<file path="src/hdl/cpwp_pkg.sv">
package cpwp_pkg;

  // tape memory geometry
  localparam int TAPE_DEPTH = 65536;
  localparam int TAPE_AW    = $clog2(TAPE_DEPTH);

  // field and register widths
  localparam int POS_W    = 17;
  localparam int POLL_W   = 15;
  localparam int PER_W    = 6;
  localparam int MARGIN_W = 16;
  localparam int BITS_W   = 4;
  localparam int CFG_IW   = 3;
  localparam int CFG_DW   = 17;

  localparam logic [POLL_W-1:0] POLL_MAX    = '1;
  localparam logic [7:0]        PORT_LOW    = 8'hEF;
  localparam logic [7:0]        PORT_HIGH   = 8'hFF;
  localparam logic [BITS_W-1:0] BITS_PER_BYTE = 4'd9;

  // reset values of the configuration registers
  localparam logic [POS_W-1:0]    FILE_SIZE_RST  = '0;
  localparam logic [POLL_W-1:0]   THRESHOLD_RST  = 15'd20000;
  localparam logic [PER_W-1:0]    SHORT_RST      = 6'd8;
  localparam logic [PER_W-1:0]    LONG_RST       = 6'd24;
  localparam logic [MARGIN_W-1:0] MARGIN_RST     = 16'd512;

  // configuration register indexes
  localparam logic [CFG_IW-1:0] CFG_FILE_SIZE   = 3'd0;
  localparam logic [CFG_IW-1:0] CFG_THRESHOLD   = 3'd1;
  localparam logic [CFG_IW-1:0] CFG_SHORT       = 3'd2;
  localparam logic [CFG_IW-1:0] CFG_LONG        = 3'd3;
  localparam logic [CFG_IW-1:0] CFG_MARGIN      = 3'd4;

  typedef enum logic [0:0] {
    OP_WRITE = 1'b0,
    OP_READ  = 1'b1
  } op_t;

  typedef enum logic [1:0] {
    MOTOR_STOP   = 2'd0,
    MOTOR_NORMAL = 2'd1,
    MOTOR_AUTO   = 2'd2
  } motor_t;

  typedef struct packed {
    logic [POS_W-1:0]    file_size;
    logic [POLL_W-1:0]   play_threshold;
    logic [PER_W-1:0]    short_period;
    logic [PER_W-1:0]    long_period;
    logic [MARGIN_W-1:0] near_end_margin;
  } cfg_t;

  // result of one word as seen after it has been processed
  typedef struct packed {
    logic [7:0] port_value;
    motor_t     motor;
    logic       fast_load;
    logic       end_of_tape;
  } result_t;

endpackage

</file>
<file path="src/hdl/cpwp_player.sv">
module cpwp_player (
  input  logic                          clk,
  input  logic                          rst,
  input  logic                          step,
  input  logic                          is_read,
  input  cpwp_pkg::cfg_t                cfg,
  input  logic [7:0]                    rd_data,
  output logic [cpwp_pkg::TAPE_AW-1:0]  fetch_addr,
  output cpwp_pkg::result_t             res
);
  import cpwp_pkg::*;

  logic [POS_W-1:0]  tape_position, tape_position_next;
  motor_t            motor_state, motor_state_next;
  logic              speedup_flag, speedup_flag_next;
  logic              eof_flag, eof_flag_next;
  logic [7:0]        shift_byte, shift_byte_next;
  logic [BITS_W-1:0] bits_left, bits_left_next;
  logic [PER_W-1:0]  pulse_period, pulse_period_next;
  logic [PER_W-1:0]  pulse_count, pulse_count_next;
  logic [POLL_W-1:0] poll_count, poll_count_next;
  logic [7:0]        port_next;

  assign fetch_addr = tape_position[TAPE_AW-1:0];

  // one port read worth of playback
  always_comb begin
    logic [POS_W:0] near_sum;
    tape_position_next = tape_position;
    motor_state_next   = motor_state;
    speedup_flag_next  = speedup_flag;
    eof_flag_next      = eof_flag;
    shift_byte_next    = shift_byte;
    bits_left_next     = bits_left;
    pulse_period_next  = pulse_period;
    pulse_count_next   = pulse_count;
    port_next          = PORT_HIGH;
    near_sum = {1'b0, tape_position} + {{(POS_W + 1 - MARGIN_W){1'b0}}, cfg.near_end_margin};

    poll_count_next = (poll_count < POLL_MAX) ? poll_count + 1'b1 : poll_count;
    if (poll_count_next > cfg.play_threshold && motor_state == MOTOR_STOP) begin
      motor_state_next = MOTOR_AUTO;
    end

    if (motor_state_next != MOTOR_STOP) begin
      priority if (bits_left == '0 && tape_position >= cfg.file_size) begin
        // tape ran out
        bits_left_next    = BITS_PER_BYTE;
        pulse_period_next = '0;
        pulse_count_next  = '0;
        eof_flag_next     = 1'b1;
        motor_state_next  = MOTOR_STOP;
        speedup_flag_next = 1'b0;
        shift_byte_next   = '0;
        port_next         = PORT_LOW;
      end else begin
        if (bits_left == '0) begin
          // fetch next byte
          bits_left_next    = BITS_PER_BYTE;
          pulse_period_next = '0;
          pulse_count_next  = '0;
          if (near_sum >= {1'b0, cfg.file_size}) begin
            motor_state_next  = MOTOR_NORMAL;
            speedup_flag_next = 1'b0;
          end
          shift_byte_next    = rd_data;
          tape_position_next = tape_position + 1'b1;
        end
        // start of a new pulse
        if (pulse_count_next >= pulse_period_next) begin
          pulse_period_next = shift_byte_next[0] ? cfg.short_period : cfg.long_period;
          pulse_count_next  = '0;
          shift_byte_next   = shift_byte_next >> 1;
          bits_left_next    = bits_left_next - 1'b1;
        end
        // low half then high half
        port_next = (pulse_count_next < (pulse_period_next >> 1)) ? PORT_LOW : PORT_HIGH;
        pulse_count_next = pulse_count_next + 1'b1;
      end
    end
  end

  // result of the word in flight
  always_comb begin
    if (is_read) begin
      res.port_value  = port_next;
      res.motor       = motor_state_next;
      res.fast_load   = speedup_flag_next;
      res.end_of_tape = eof_flag_next;
    end else begin
      res.port_value  = PORT_HIGH;
      res.motor       = motor_state;
      res.fast_load   = speedup_flag;
      res.end_of_tape = eof_flag;
    end
  end

  // playback state
  always_ff @(posedge clk) begin
    if (rst) begin
      tape_position <= '0;
      motor_state   <= MOTOR_STOP;
      speedup_flag  <= 1'b1;
      eof_flag      <= 1'b0;
      shift_byte    <= '0;
      bits_left     <= '0;
      pulse_period  <= '0;
      pulse_count   <= '0;
      poll_count    <= '0;
    end else if (step && is_read) begin
      tape_position <= tape_position_next;
      motor_state   <= motor_state_next;
      speedup_flag  <= speedup_flag_next;
      eof_flag      <= eof_flag_next;
      shift_byte    <= shift_byte_next;
      bits_left     <= bits_left_next;
      pulse_period  <= pulse_period_next;
      pulse_count   <= pulse_count_next;
      poll_count    <= poll_count_next;
    end
  end

endmodule

</file>
<file path="config.mk">
export PLATFORM = sky130hd
export DESIGN_NAME = cpwp_player
export DESIGN_NICKNAME = d
export VERILOG_FILES = /design/src/hdl/cpwp_pkg.sv /design/src/hdl/cpwp_player.sv
export SDC_FILE = /design/constraint.sdc
export NUM_CORES = 1
export LEC_CHECK = 0
export BUFFER_PORTS_ARGS = -buffer_cell sky130_fd_sc_hd__buf_2
export CAP_MARGIN = 20
export CELL_PAD_IN_SITES_DETAIL_PLACEMENT = 1
export CELL_PAD_IN_SITES_GLOBAL_PLACEMENT = 2
export CORE_MARGIN = 3
export CORE_UTILIZATION = 30
export DETAILED_ROUTE_END_ITERATION = 10
export PLACE_DENSITY_LB_ADDON = 0.1
export SYNTH_ARGS = -nofsm -noshare
export SYNTH_HDL_FRONTEND = slang
export SYNTH_SLANG_ARGS = --single-unit
</file>
<file path="constraint.sdc">
create_clock -name clk -period 3.9 [get_ports clk]
set_input_delay 0.195 -clock clk [delete_from_list [all_inputs] [get_ports clk]]
set_output_delay 0.195 -clock clk [all_outputs]
set_load 0.1 [all_outputs]
</file>
; ---- Word-level counts from Yosys, hierarchy flattened
; Index checks and enable logic that the tools add are counted.
[classes]
addsub = 5
mul = 0
div = 0
n_lt_le_gt_ge = 6
n_eq_ne = 0
n_shift = 0
mux = 41
bitwise_logic = 1
reduce_logical = 8
[ops]
columns = op, n
row1 = 6-bit two-way mux, 15
row2 = 8-bit two-way mux, 5
row3 = 4-bit two-way mux, 5
row4 = 17-bit by 16-bit adder with 18-bit output, 1
row5 = 18-bit by 17-bit greater-or-equal comparator with 1-bit output, 1
row6 = "17-bit by 1-bit adder with 17-bit output, second input constant", 1
row7 = 17-bit greater-or-equal comparator, 1
row8 = "15-bit by 1-bit adder with 15-bit output, second input constant", 1
row9 = 15-bit greater-than comparator, 1
row10 = "15-bit < comparator, second input constant", 1
row11 = 15-bit two-way mux, 1
row12 = 5-bit two-way mux, 3
row13 = 12-bit two-way mux, 1
row14 = 2-bit two-way mux, 5
row15 = "6-bit by 1-bit adder with 6-bit output, second input constant", 1
row16 = 6-bit greater-or-equal comparator, 1
row17 = 6-bit by 5-bit < comparator with 1-bit output, 1
row18 = 1-bit two-way mux, 6
row19 = 4-bit zero test, 1
row20 = 4-bit AND reduction, 1
row21 = "4-bit by 1-bit subtractor with 4-bit output, second input constant", 1
row22 = 1-bit logical AND, 3
row23 = 2-bit zero test, 1
row24 = 2-bit AND reduction, 1
row25 = 2 further kinds, 2
[totals]
register_bits = 60
latchBits = 0
ram_bits = 0
mem_bits_ro = 0
input_bits = 72
output_inout_bits = 28
wordCells = 70
memories = 0

; ---- Longest topological paths before layout
[depth]
ltp_word = 16
depth_mapped = 18
ltp_nobuf = 17

; ---- Worst setup path after synthesis
; OpenSTA, ideal clock, no wires.
[synth_path]
path_type = reg-to-output
startpoint = reg bits_left[0]
endpoint = out res[8] in the netlist's numbering
arrival_ps = 5245
required_time_ps = 3705
setup_slack_ps = -1540
path_stages_with_launch = 17
path_buffers = 4
path_cell_list = dfxtp_1 -> or4_1 -> clkbuf_1 -> clkbuf_1 -> and2_1 -> ha_1 -> a21oi_1 -> o21ai_0 -> a211oi_2 -> clkbuf_1 -> clkbuf_1 -> and3_1 -> ha_1 -> a21oi_1 -> nor2b_1 -> o21ai_0 -> a31oi_1
[synth_lines]
columns = item, line
row1 = "start, declared", cpwp_player.sv:18  ; logic [BITS_W-1:0] bits_left, bits_left_next;
row2 = "start signal, assigned", cpwp_player.sv:116  ; bits_left <= bits_left_next;
row3 = "end, declared", cpwp_player.sv:9  ; output cpwp_pkg::result_t res

==> results.md <==
- The endpoint type of the worst setup path is an output pin.
- Before antenna repair, the detailed router went through 4 iterations.
- The layout overhead on the synthesized area is 34.0%.
- The critical-path maximum fanout is 4.
- The count of unique library cells instantiated by Yosys is 69.
- The post-route clock period utilization is 1.14.
- The worst-case IR drop observed on VDD is 0.197 mV.
- Summing every instance area after synthesis gives 5750 µm².
- The clock latency on the worst-skew pair is 0.33 ns.
- Measured along the y axis, the die boundary spans 144 µm.
- Summed over all nets, the switching power comes to 452 µW.
- The post-route minimum period is 4.44 ns.
- The synthesized design contains 0 enable-type register cells.
- The die covers 20900 µm².
- The maximum level of the CTS H-tree is 3.
- STA puts the critical path data arrival time at 4.24 ns.
- Of the total power, the share spent switching nets is 0.277.
- The critical path is of the reg2out type.
- The non-filler instance count after layout is 1125.
- The achievable clock frequency is 225 MHz.
- The number of buffers inserted during clock tree synthesis is 9.
- The tightest slew margin relative to the limit is 0.559.
- The hold buffer count at cts is 0.
- For this design the ratio of total power to cell area is 211 nW/µm².
- The clock passes through at most 2 buffers.
- The commonest non-fill, non-tap cell in the layout is buf_4.
- The most used flip-flop cell after synthesis is dfxtp_1.
- met2 is the most crowded layer.
- The number of placed instances, taps included, is 1088.
- The half-perimeter wire length after placement is 14900 µm.
- Setup violations remaining at the end of the flow were counted as 6.
- The share of total power in the clock network is 0.448.
- After filler insertion, the fill cell instance count of the layout stands at 2290.
- Of the total power, registers draw 0.379.
- The run finished, with violations left.
- Row generation in the floorplan step produced 50 rows.
- TritonCTS built the clock tree.
- The residual overflow from global routing is 0.
- Synthesis handed over a netlist of 732 instances.
- The master cell of the clock root buffer is clkbuf_16.
- The total core area is 18800 µm².
- The share of flip-flops with an asynchronous set or reset after synthesis is 0.
- The maximum number of pins on one net before global-route repair is 57.
- In the layout the commonest cells are buf_4 (88), buf_2 (87), ha_1 (74).
- The routed length per placed instance is 17.0 µm.
- STA puts the critical path data required time at 3.70 ns.
- The first-pass GRT wire length is 30800 µm.
- The number of global-route vias before repair was 6088.
- For this run, global-route usage on met2 was measured as 0.319.
- The path class of the tightest hold or removal check is in2reg.
- The number of antenna repair diodes is 0.
- The post-detailed-route count of antenna-violating nets is 0.
- The congestion estimate from routability-driven global placement came to 0.807.
- The worst setup path is launched from a flip-flop.
- The initial antenna violation count is 0.
- The internal portion of the total power is 1.18 mW.
- The die span in x is 144 µm.
- After clock tree synthesis, the clock-pin slew on the worst setup and hold paths is 0.06 ns.
- The register area share after synthesis is 0.209.
- Using the TritonRoute via totals, the vias-per-cell ratio works out to 5.29.
- The number of buffers and inverters on the critical path is 2.
- The clock arrives with 0.00799 ns of skew.
- The checks that failed: setup timing.
- The via count of the routed design is 5953.
- The count of synthesis-stage warnings from yosys is 0.
- For met3 alone, demand over resource in global routing was 0.0288.
- 100 I/O pins were placed.
- The largest stage delay on the critical path is 0.37 ns.
- Each instance of the synthesized netlist takes up on average 7.86 µm².
- Across the run, the number of max-cap violations was 0.
- Synthesis inferred 60 register bits.
- In the final layout, the share of cells above drive strength 1 is 0.325.
- The final-layout worst hold slack is 0.158 ns.
- In the global route stage, met1 resource usage came out at 0.240.
- The cell leakage power is 3.39 nW.
- Of the total power, combinational logic draws 0.173.
- The clock sink count is 60.
- The count of final hold-check violations was 0.
- The kind of cell adding the most delay to the critical path is compound AO/OA/AOI/OAI gates.
- Wires add up to 19200 µm.
- The signal on the critical path passes through ha_4 -> fa_2 -> a211oi_4 -> o21ai_1 -> o211ai_1 -> o311ai_1 -> a21o_1 -> a311o_1 -> xor2_1 -> ha_1 -> and3_1 -> o221ai_1 -> o21ai_1 -> a211oi_2 -> buf_4 -> nand3b_1 -> a22oi_2 -> buf_12.
- The share of the core filled with cells is 0.411.
- In the global route stage, overall resource usage came out at 0.183.
- At the end of the flow, the number of nets in the layout was 1038.
- The iteration-0 DRC count of the detailed router is 148.
- Buffers placed on the I/O ports in this run total 92.
- The final-report max-slew violation count was 0.
- The worst-path cell with the longest stage delay is fa_2.
- The initial utilization of the core area, before any placement, comes to 0.306.
- The library cell appearing most often on the critical path is o21ai_1.
- For the pin with the worst max-slew slack, the measured transition is 0.662 ns.
- The minimum setup slack in the final design is -0.536 ns.
- Setup repair after global routing could not meet its margin everywhere.
- In the routed design, unresolved DRC markers number 0.
[tightest hold or removal path, stage by stage]
cell and delay, ns:
buf_2 0.10, a32oi_1 0.08, nor2_1 0.08
[power by group through the flow]
stage	Sequential [mW]	Clock (mW)	Combinational [mW]
3_5_place_dp	0.630	0	0.264
2_1_floorplan	0.630	0	0.167
4_1_cts	0.616	0.755	0.278
3_3_place_gp	0.629	0	0.253
6_report	0.617	0.730	0.281
5_1_grt	0.616	0.783	0.313
[stage by stage]
| stage | area [µm²] | setup WS, ns | total power, mW | TNS, ns |
|---|---|---|---|---|
| finish | 7710 | -0.536 | 1.63 | -1.96 |
| global route | 7710 | -0.737 | 1.71 | -3.34 |
| CTS | 7490 | -0.641 | 1.65 | -2.19 |
| detailed placement | 7000 | -0.525 | 0.894 | -1.85 |
| global placement | 7000 | -0.384 | 0.883 | -0.934 |
| floorplan | 5910 | -0.237 | 0.797 | -0.665 |
[synthesized netlist by cell type (11+ instances only)]
| cell type | instances | area, µm² |
|---|---|---|
| xor2_1 | 13 | 114 |
| nor2_1 | 41 | 154 |
| o21ai_0 | 32 | 160 |
| nand2_1 | 64 | 240 |
| a211oi_1 | 16 | 120 |
| and3_1 | 13 | 81.3 |
| dfxtp_1 | 60 | 1200 |
| nand4_1 | 12 | 75.1 |
| nor3_1 | 16 | 80.1 |
| mux2_2 | 14 | 158 |
| clkbuf_1 | 22 | 82.6 |
| or3_1 | 13 | 81.3 |
| xnor2_1 | 20 | 175 |
| inv_1 | 47 | 176 |
| and2_1 | 11 | 68.8 |
| ha_1 | 79 | 988 |
| nand3_1 | 27 | 135 |
| a21oi_1 | 64 | 320 |
| buf_4 | 23 | 173 |
[flip-flops by register name, summed over array words and instances (netlist names)]
signal	cells
bits_left	4
eof_flag	1
motor_state	2
poll_count	15
pulse_count	6
pulse_period	6
shift_byte	8
speedup_flag	1
tape_position	17
[area by class of cell]
type | count | area, µm² | area share
Multi-Input combinational cell | 581 | 4470 | 0.580
Timing Repair Buffer | 187 | 1290 | 0.168
Sequential cell | 60 | 1210 | 0.157
Tap cell | 234 | 293 | 0.0380
Clock buffer | 14 | 254 | 0.0329
Inverter | 47 | 176 | 0.0229
Clock inverter | 2 | 10.0 | 0.00130
[layer usage]
| layer | wire, µm | vias to the layer above | share of wire |
|---|---|---|---|
| met4 | 246 | 0 | 0.013 |
| met2 | 9230 | 85 | 0.48 |
| li1 | - | 2981 | - |
| met5 | 0 | - | 0 |
| met3 | 582 | 19 | 0.030 |
| met1 | 9100 | 2868 | 0.47 |
[cells by family (layout without fill, tap and decap cells)]
logic type / after synthesis / count (layout) / synth area share
XOR/XNOR: 33 / 33 / 0.0503
flip-flops: 60 / 60 / 0.209
buffers and inverters: 98 / 250 / 0.0814
AO/OA/AOI/OAI: 193 / 193 / 0.223
AND/OR/NAND/NOR: 249 / 250 / 0.227
adder cells (fa/ha/maj): 80 / 80 / 0.175
multiplexers: 18 / 18 / 0.0344
other: 1 / 7 / 0.000652
[final timing paths]
kind / cells past startpoint / slack, ns / to / startpoint
max: 18 / -0.54 / res[2] / tape_position[0]$_SDFFE_PP0P_
min: 3 / 0.16 / shift_byte[7]$_SDFFE_PP0P_ / rd_data[7]
max reg2reg: 20 / -0.35 / motor_state[0]$_SDFFE_PP0P_ / tape_position[0]$_SDFFE_PP0P_
min reg2reg: 2 / 0.46 / pulse_count[1]$_SDFFE_PP0P_ / pulse_count[1]$_SDFFE_PP0P_
[what timing repair did]
action / CTS / global route
setup buffers: 15 / 6
endpoints found under the setup margin: 15 / 45
cloned: 1 / 0
resized for setup: 21 / 38
pin swaps: 25 / 18
No activity file was read; power rests on OpenSTA's default activity.
